<file path="config.mk">
export PLATFORM = sky130hd
export DESIGN_NAME = priority_task_queue_core
export DESIGN_NICKNAME = d
export VERILOG_FILES = /design/src/hdl/ptq_pkg.sv /design/src/hdl/priority_task_queue_core.sv /design/src/hdl/ptq_ctrl.sv /design/src/hdl/ptq_dpath.sv
export SDC_FILE = /design/constraint.sdc
export NUM_CORES = 2
export LEC_CHECK = 0
export BUFFER_PORTS_ARGS = -buffer_cell sky130_fd_sc_hd__buf_2
export CORE_UTILIZATION = 64
export DETAILED_ROUTE_END_ITERATION = 8
export GPL_ROUTABILITY_DRIVEN = 1
export GPL_TIMING_DRIVEN = 1
export PLACE_DENSITY = 0.81
export SLEW_MARGIN = 20
export SYNTH_ARGS = -nofsm -noshare
export SYNTH_HDL_FRONTEND = slang
export SYNTH_SLANG_ARGS = --single-unit
</file>
<file path="constraint.sdc">
create_clock -name clk_i -period 11.4 [get_ports clk_i]
set_input_delay 2.28 -clock clk_i [delete_from_list [all_inputs] [get_ports clk_i]]
set_output_delay 2.28 -clock clk_i [all_outputs]
set_load 0.005 [all_outputs]
</file>
<file path="src/hdl/ptq_pkg.sv">
`timescale 1ns / 1ps
`default_nettype none

package ptq_pkg;

  localparam int unsigned IdW   = 16;
  localparam int unsigned NameW = 64;
  localparam int unsigned PriW  = 16;
  localparam int unsigned StW   = 2;
  localparam int unsigned OccW  = 5;

  // Request kinds
  localparam logic MODE_ENQ = 1'b0;
  localparam logic MODE_DEQ = 1'b1;

  // Result status codes
  localparam logic [StW-1:0] ST_ENQUEUED = 2'd0;
  localparam logic [StW-1:0] ST_DEQUEUED = 2'd1;
  localparam logic [StW-1:0] ST_EMPTY    = 2'd2;
  localparam logic [StW-1:0] ST_FULL     = 2'd3;

  // Store operations issued by the controller
  localparam logic [1:0] OP_NONE = 2'd0;
  localparam logic [1:0] OP_PUSH = 2'd1;
  localparam logic [1:0] OP_POP  = 2'd2;

  typedef struct packed {
    logic                   mode;
    logic [IdW-1:0]         task_id;
    logic [NameW-1:0]       task_name;
    logic signed [PriW-1:0] priority_req;
  } ptq_req_t;

  typedef struct packed {
    logic [StW-1:0]   status;
    logic [IdW-1:0]   served_id;
    logic [NameW-1:0] served_name;
    logic [OccW-1:0]  occupancy;
  } ptq_rsp_t;

  typedef struct packed {
    logic           load;
    logic           exec;
    logic [1:0]     op;
    logic [StW-1:0] status;
  } ptq_cmd_t;

  typedef struct packed {
    logic full;
    logic empty;
    logic pop_req;
  } ptq_sts_t;

endpackage

`default_nettype wire

</file>
<file path="src/hdl/priority_task_queue_core.sv">
`timescale 1ns / 1ps
`default_nettype none

// Channel   Handshake           Payload   Notes
// request   start_i / busy_o    req_i     taken when start_i high and busy_o low
// result    done_o (strobe)     rsp_o     valid for the one cycle done_o is high
//
// Each request is latched at the accepting edge; in the execute state the sorted
// slot row compares every stored priority against it in parallel and shifts, and
// the registered result strobe follows.
// Requests are taken every cycle; busy_o stays low since each request clears the
// store before the next one reaches it. Reset empties the queue (count to zero);
// slot contents are not cleared. The receiver cannot stall the result.

module priority_task_queue_core import ptq_pkg::*; #(
  parameter int unsigned DEPTH = 16
) (
  input  wire      clk_i,
  input  wire      rst_ni,
  input  wire      start_i,
  input  ptq_req_t req_i,
  output logic     busy_o,
  output logic     done_o,
  output ptq_rsp_t rsp_o
);

  ptq_cmd_t cmd;
  ptq_sts_t sts;

  // The store completes every request in its execute cycle, so never hold off.
  assign busy_o = 1'b0;

  // Sequence each request: latch, execute, strobe the result.
  ptq_ctrl u_ctrl (
    .clk_i   (clk_i),
    .rst_ni  (rst_ni),
    .start_i (start_i),
    .sts_i   (sts),
    .cmd_o   (cmd),
    .done_o  (done_o)
  );

  // Sorted slot row with per-slot compare; head sits in slot 0.
  ptq_dpath #(
    .DEPTH (DEPTH)
  ) u_dpath (
    .clk_i  (clk_i),
    .rst_ni (rst_ni),
    .req_i  (req_i),
    .cmd_i  (cmd),
    .sts_o  (sts),
    .rsp_o  (rsp_o)
  );

endmodule

`default_nettype wire

</file>
<file path="src/hdl/ptq_ctrl.sv">
`timescale 1ns / 1ps
`default_nettype none

module ptq_ctrl import ptq_pkg::*; (
  input  wire      clk_i,
  input  wire      rst_ni,
  input  wire      start_i,
  input  ptq_sts_t sts_i,
  output ptq_cmd_t cmd_o,
  output logic     done_o
);

  localparam logic ST_IDLE = 1'b0;
  localparam logic ST_RUN  = 1'b1;

  logic state_q, state_d;
  logic done_q, done_d;

  always_comb begin
    cmd_o        = '0;
    cmd_o.load   = start_i;
    state_d      = start_i ? ST_RUN : ST_IDLE;
    done_d       = 1'b0;
    case (state_q)
      ST_IDLE: begin
        cmd_o.op = OP_NONE;
      end
      ST_RUN: begin
        cmd_o.exec = 1'b1;
        done_d     = 1'b1;
        if (sts_i.pop_req) begin
          if (sts_i.empty) begin
            cmd_o.op     = OP_NONE;
            cmd_o.status = ST_EMPTY;
          end else begin
            cmd_o.op     = OP_POP;
            cmd_o.status = ST_DEQUEUED;
          end
        end else begin
          if (sts_i.full) begin
            cmd_o.op     = OP_NONE;
            cmd_o.status = ST_FULL;
          end else begin
            cmd_o.op     = OP_PUSH;
            cmd_o.status = ST_ENQUEUED;
          end
        end
      end
      default: begin
        state_d = ST_IDLE;
      end
    endcase
  end

  always_ff @(posedge clk_i or negedge rst_ni) begin
    if (!rst_ni) begin
      state_q <= ST_IDLE;
      done_q  <= 1'b0;
    end else begin
      state_q <= state_d;
      done_q  <= done_d;
    end
  end

  assign done_o = done_q;

  // A result strobe follows every executed request in the next cycle.
  a_done_after_exec: assert property (@(posedge clk_i) disable iff (!rst_ni)
    cmd_o.exec |=> done_o) else $error("result strobe missing after execute");

  // No store operation outside the execute cycle.
  a_op_only_exec: assert property (@(posedge clk_i) disable iff (!rst_ni)
    !cmd_o.exec |-> (cmd_o.op == OP_NONE)) else $error("store op outside execute");

endmodule

`default_nettype wire

</file>
<file path="src/hdl/ptq_dpath.sv">
`timescale 1ns / 1ps
`default_nettype none

module ptq_dpath import ptq_pkg::*; #(
  parameter int unsigned DEPTH = 16
) (
  input  wire      clk_i,
  input  wire      rst_ni,
  input  ptq_req_t req_i,
  input  ptq_cmd_t cmd_i,
  output ptq_sts_t sts_o,
  output ptq_rsp_t rsp_o
);

  localparam int unsigned CntW = $clog2(DEPTH + 1);

  ptq_req_t               req_q;
  logic [CntW-1:0]        count_q, count_d;
  logic [IdW-1:0]         id_q   [DEPTH];
  logic [NameW-1:0]       name_q [DEPTH];
  logic signed [PriW-1:0] pri_q  [DEPTH];
  logic [DEPTH-1:0]       keep;
  ptq_rsp_t               rsp_q, rsp_d;

  // Latch the request.
  always_ff @(posedge clk_i) begin
    if (cmd_i.load) begin
      req_q <= req_i;
    end
  end

  assign sts_o.full    = (count_q == CntW'(DEPTH));
  assign sts_o.empty   = (count_q == '0);
  assign sts_o.pop_req = (req_q.mode == MODE_DEQ);

  // Each occupied slot at or above the new priority stays put.
  always_comb begin
    for (int k = 0; k < DEPTH; k++) begin
      keep[k] = (CntW'(k) < count_q) && (pri_q[k] >= req_q.priority_req);
    end
  end

  always_ff @(posedge clk_i) begin
    for (int k = 0; k < DEPTH; k++) begin
      if (cmd_i.op == OP_PUSH && !keep[k]) begin
        if (k == 0 || keep[(k == 0) ? 0 : k - 1]) begin
          id_q[k]   <= req_q.task_id;
          name_q[k] <= req_q.task_name;
          pri_q[k]  <= req_q.priority_req;
        end else begin
          id_q[k]   <= id_q[(k == 0) ? 0 : k - 1];
          name_q[k] <= name_q[(k == 0) ? 0 : k - 1];
          pri_q[k]  <= pri_q[(k == 0) ? 0 : k - 1];
        end
      end else if (cmd_i.op == OP_POP && k < DEPTH - 1) begin
        id_q[k]   <= id_q[(k < DEPTH - 1) ? k + 1 : k];
        name_q[k] <= name_q[(k < DEPTH - 1) ? k + 1 : k];
        pri_q[k]  <= pri_q[(k < DEPTH - 1) ? k + 1 : k];
      end
    end
  end

  always_comb begin
    count_d = count_q;
    case (cmd_i.op)
      OP_PUSH: count_d = count_q + CntW'(1);
      OP_POP:  count_d = count_q - CntW'(1);
      default: count_d = count_q;
    endcase
    rsp_d             = '0;
    rsp_d.status      = cmd_i.status;
    rsp_d.occupancy   = OccW'(count_d);
    if (cmd_i.op == OP_POP) begin
      rsp_d.served_id   = id_q[0];
      rsp_d.served_name = name_q[0];
    end
  end

  always_ff @(posedge clk_i or negedge rst_ni) begin
    if (!rst_ni) begin
      count_q <= '0;
    end else begin
      count_q <= count_d;
    end
  end

  always_ff @(posedge clk_i) begin
    if (cmd_i.exec) begin
      rsp_q <= rsp_d;
    end
  end

  assign rsp_o = rsp_q;

  a_count_bound: assert property (@(posedge clk_i) disable iff (!rst_ni)
    count_q <= CntW'(DEPTH)) else $error("stored count beyond depth");

  a_push_not_full: assert property (@(posedge clk_i) disable iff (!rst_ni)
    (cmd_i.op == OP_PUSH) |-> !sts_o.full) else $error("push into full store");

  a_pop_count: assert property (@(posedge clk_i) disable iff (!rst_ni)
    (cmd_i.op == OP_POP) |=> (count_q == $past(count_q) - CntW'(1)))
    else $error("pop did not drop the count");

endmodule

`default_nettype wire

</file>
==> run metrics <==
status=finished clean; Final min period=6.58 ns; pwr/cell area=280 mW/mm^2; fillers=9,383; clk sinks=1,727; clock latency on the worst-skew pair=0.83 ns; slowest CP cell=nor3_1; Hold Path Class=flop to flop; Ys Warns=0; Initial Utilization=64.8%; GR Util All Layers=33.6%; Root Buffer Master=clkbuf_16; register area share after synthesis=57.9%; Bufs on Longest Clock Path=3; postcts setup bufs=0; CTS Buf Count=180; Top FF cell, synth=edfxtp_1; GPL Wtd Cong=0.952; xor/xnor share of the synthesized area=0.00979%; clock slew at reported path FFs=0.07 ns; Max VDD drop=0.246 mV; Leak Pwr=34.3 nW; ys async rst share=0.405%; area grow syn2layout=8.49%; worst path cell trace=nor3_1 -> nand2_1 -> and3_1 -> inv_1 -> ha_1 -> inv_1 -> nor3_1 -> o21ai_0 -> and3_1 -> nor2b_4 -> buf_4 -> mux2i_1 -> o21ai_0; initial antenna violation count=3; FF-to-FF End=u_dpath.pri_q[1][10]; CTS tree=done; Post-DRT Antenna Nets=0; crit path from=u_dpath.count_q[2]; Ports=189; hold_buf cts=0; register bit total from synthesis=1,727; IO buf count=187; most common cell after layout, fill and taps aside=edfxtp_1; drc violations=0; Critical Path Start Type=flop; Vias/cell=6.60; final wirelength=240 mm; max-cap violations=0; htree depth=4; Site Rows=136; Syn Std Cell Area=0.0895 mm^2; drt pass-1 iters=8; total negative slack=0 ns; RSZ-0062 raised after global routing=false; HPWL after DPL=136 mm; number of flops mapped to enable cells by yosys=1,720; worst reg2reg path startpoint=u_dpath.count_q[2]; Mapped Cells=7,225; DR iter-0 viols=7,517; mux contribution to synthesized area=20.0%; CP max stage delay=0.99 ns; Max Freq=0.152 GHz; post-DR wirelength/cell=26.2 um; share of cells above drive strength 1=14.8%; largest net degree at the start of global routing=298; syn_area_per_cell=12.4 um^2; first-pass GRT wire length=363 mm; Final Max Tran Viols=0; Max-slew headroom=20.0%; Post-CTS Resized=0; clk_skew=0.0383 ns; Reg2Reg Setup Slack=4.82 ns; critical path capture point type=flop; setup violators final=0; WP data required=11.88 ns; r2r worst-path depth=13; Vias=60,400; post-synthesis compound-gate area fraction=8.46%; main combinational cell family by area after synthesis=multiplexers; CP arrival=7.06 ns; die area=0.141 mm^2; Chip Width=376 um; CP Class=flop to flop; global route total overflow=0; post-synth cell types=65; vias in the first global route=58,800; most frequent cells in the layout=1,720 x edfxtp_1, 1,212 x nand2_1, 1,185 x mux2i_1; fin crit share=57.7%; Die Span Y=376 um; fin nets=7,493; Mapped Nets=7,587; CP Max Fanout=42; Slew @ Worst Pin=1.20 ns; area of the core=0.138 mm^2; n_diodes=0; Final Power=27.2 mW; simple-gate share of the synthesized area=6.83%; Critical Path End=u_dpath.pri_q[1][10]; fraction of the mapped netlist area in adder cells=3.66%; Fin. Hold Viols=0
-- metrics by stage --
step | setup slack (ns) | std cells | area [um^2] | hold slack [ns] | utilization [%]
finish | 4.82 | 9147 | 97100 | 0.519 | 70.3
global route | 4.81 | 9147 | 97100 | 0.539 | 70.3
CTS | 5.05 | 9147 | 97100 | 0.526 | 70.3
detailed placement | 5.10 | 8812 | 91300 | 0.510 | 66.2
global placement | 5.13 | 8812 | 91300 | 0.503 | 66.2
floorplan | 3.32 | 7225 | 89500 | 0.500 | -
-- routing by layer --
metal | vias up | global-route usage, % | routed length, um
li1 | 26600 | - | -
met1 | 30000 | 47.2 | 97000
met2 | 3236 | 51.8 | 110000
met3 | 567 | 6.90 | 23900
met4 | 6 | 12.9 | 9420
met5 | - | 0 | 45
-- worst max-delay path, delay by kind of cell (launching register included) --
| family | cells | cell delay, ns |
|---|---|---|
| AO/OA/AOI/OAI | 2 | 0.65 |
| buffers and inverters | 3 | 1.34 |
| AND/OR/NAND/NOR | 6 | 3.16 |
| multiplexers | 1 | 0.26 |
| adder cells (fa/ha/maj) | 1 | 0.17 |
| flip-flops | 1 | 0.60 |
-- synth_stat cells, drive strengths merged, types with 3 or more instances --
cell type | n | area (um^2)
a2111oi | 11 | 109
a211o | 6 | 52.6
a211oi | 5 | 37.5
a21boi | 6 | 45.0
a21o | 45 | 338
a21oi | 82 | 414
a221o | 3 | 30.0
a31oi | 7 | 43.8
and2 | 82 | 513
and3 | 3 | 18.8
and4 | 9 | 78.8
buf | 172 | 1110
clkbuf | 396 | 1490
dfrtp | 7 | 175
edfxtp | 1720 | 51600
ha | 262 | 3280
inv | 52 | 195
mux2 | 532 | 5990
mux2i | 1186 | 11900
nand2 | 1212 | 4550
nand2b | 11 | 68.8
nand3 | 15 | 75.1
nand4 | 49 | 307
nor2 | 28 | 105
nor2b | 20 | 125
nor3 | 8 | 45.0
nor4 | 11 | 68.8
o211ai | 16 | 120
o21a | 12 | 90.1
o21ai | 1198 | 6000
o21bai | 3 | 22.5
o22ai | 4 | 25.0
o31a | 3 | 26.3
o31ai | 5 | 37.5
o41ai | 4 | 35.0
or2 | 7 | 43.8
or3 | 4 | 25.0
or4 | 4 | 30.0
-- how the worst min path moves through the flow --
stage                                       from                endpoint  slack, ns  cells past startpoint
after detailed placement     u_dpath.id_q[7][28]     u_dpath.id_q[7][12]       0.51                      2
after floorplan              u_dpath.id_q[7][26]     u_dpath.id_q[7][10]       0.50                      2
after CTS                 u_dpath.name_q[1][491]  u_dpath.name_q[1][427]       0.53                      2
after global routing      u_dpath.name_q[1][460]  u_dpath.name_q[1][396]       0.54                      2
after global placement    u_dpath.name_q[1][474]  u_dpath.name_q[1][410]       0.50                      2
final                     u_dpath.name_q[1][491]  u_dpath.name_q[1][427]       0.52                      2
-- final cells by class --
cell class | count | area (um^2) | area share, %
inverter | 52 | 195 | 0.201
sequential | 1727 | 51800 | 53.4
clock inverter | 105 | 992 | 1.02
clock buffer | 230 | 4750 | 4.90
multi-input combinational | 4878 | 35100 | 36.2
timing repair buffer | 292 | 1840 | 1.90
tap | 1863 | 2330 | 2.40
-- flip-flops by register name, summed over array words and instances (netlist names) --
signal,flops
u_ctrl.state_q,1
u_dpath.rsp_o,87
u_dpath.req_q,96
u_dpath.sts_o,1
u_dpath.name_q,1024
u_dpath.pri_q,256
u_ctrl.done_o,1
u_dpath.id_q,256
u_dpath.count_q,5
-- cells by family (layout without fill, tap and decap cells) --
kind of cell             after synthesis  count (layout)
buffers and inverters                620             679
flip-flops                          1727            1727
multiplexers                        1718            1718
XOR/XNOR                               1               1
AO/OA/AOI/OAI                       1426            1426
adder cells (fa/ha/maj)              262             262
other                                  1               1
AND/OR/NAND/NOR                     1470            1470
-- power by group --
part	leakage, nW	total [mW]	switching (mW)	internal (mW)
Clock	2.81	5.86	2.58	3.28
Combinational	15.0	8.68	5.49	3.19
Sequential	16.4	12.6	1.77	10.9
(Power assumes the default switching activity.)
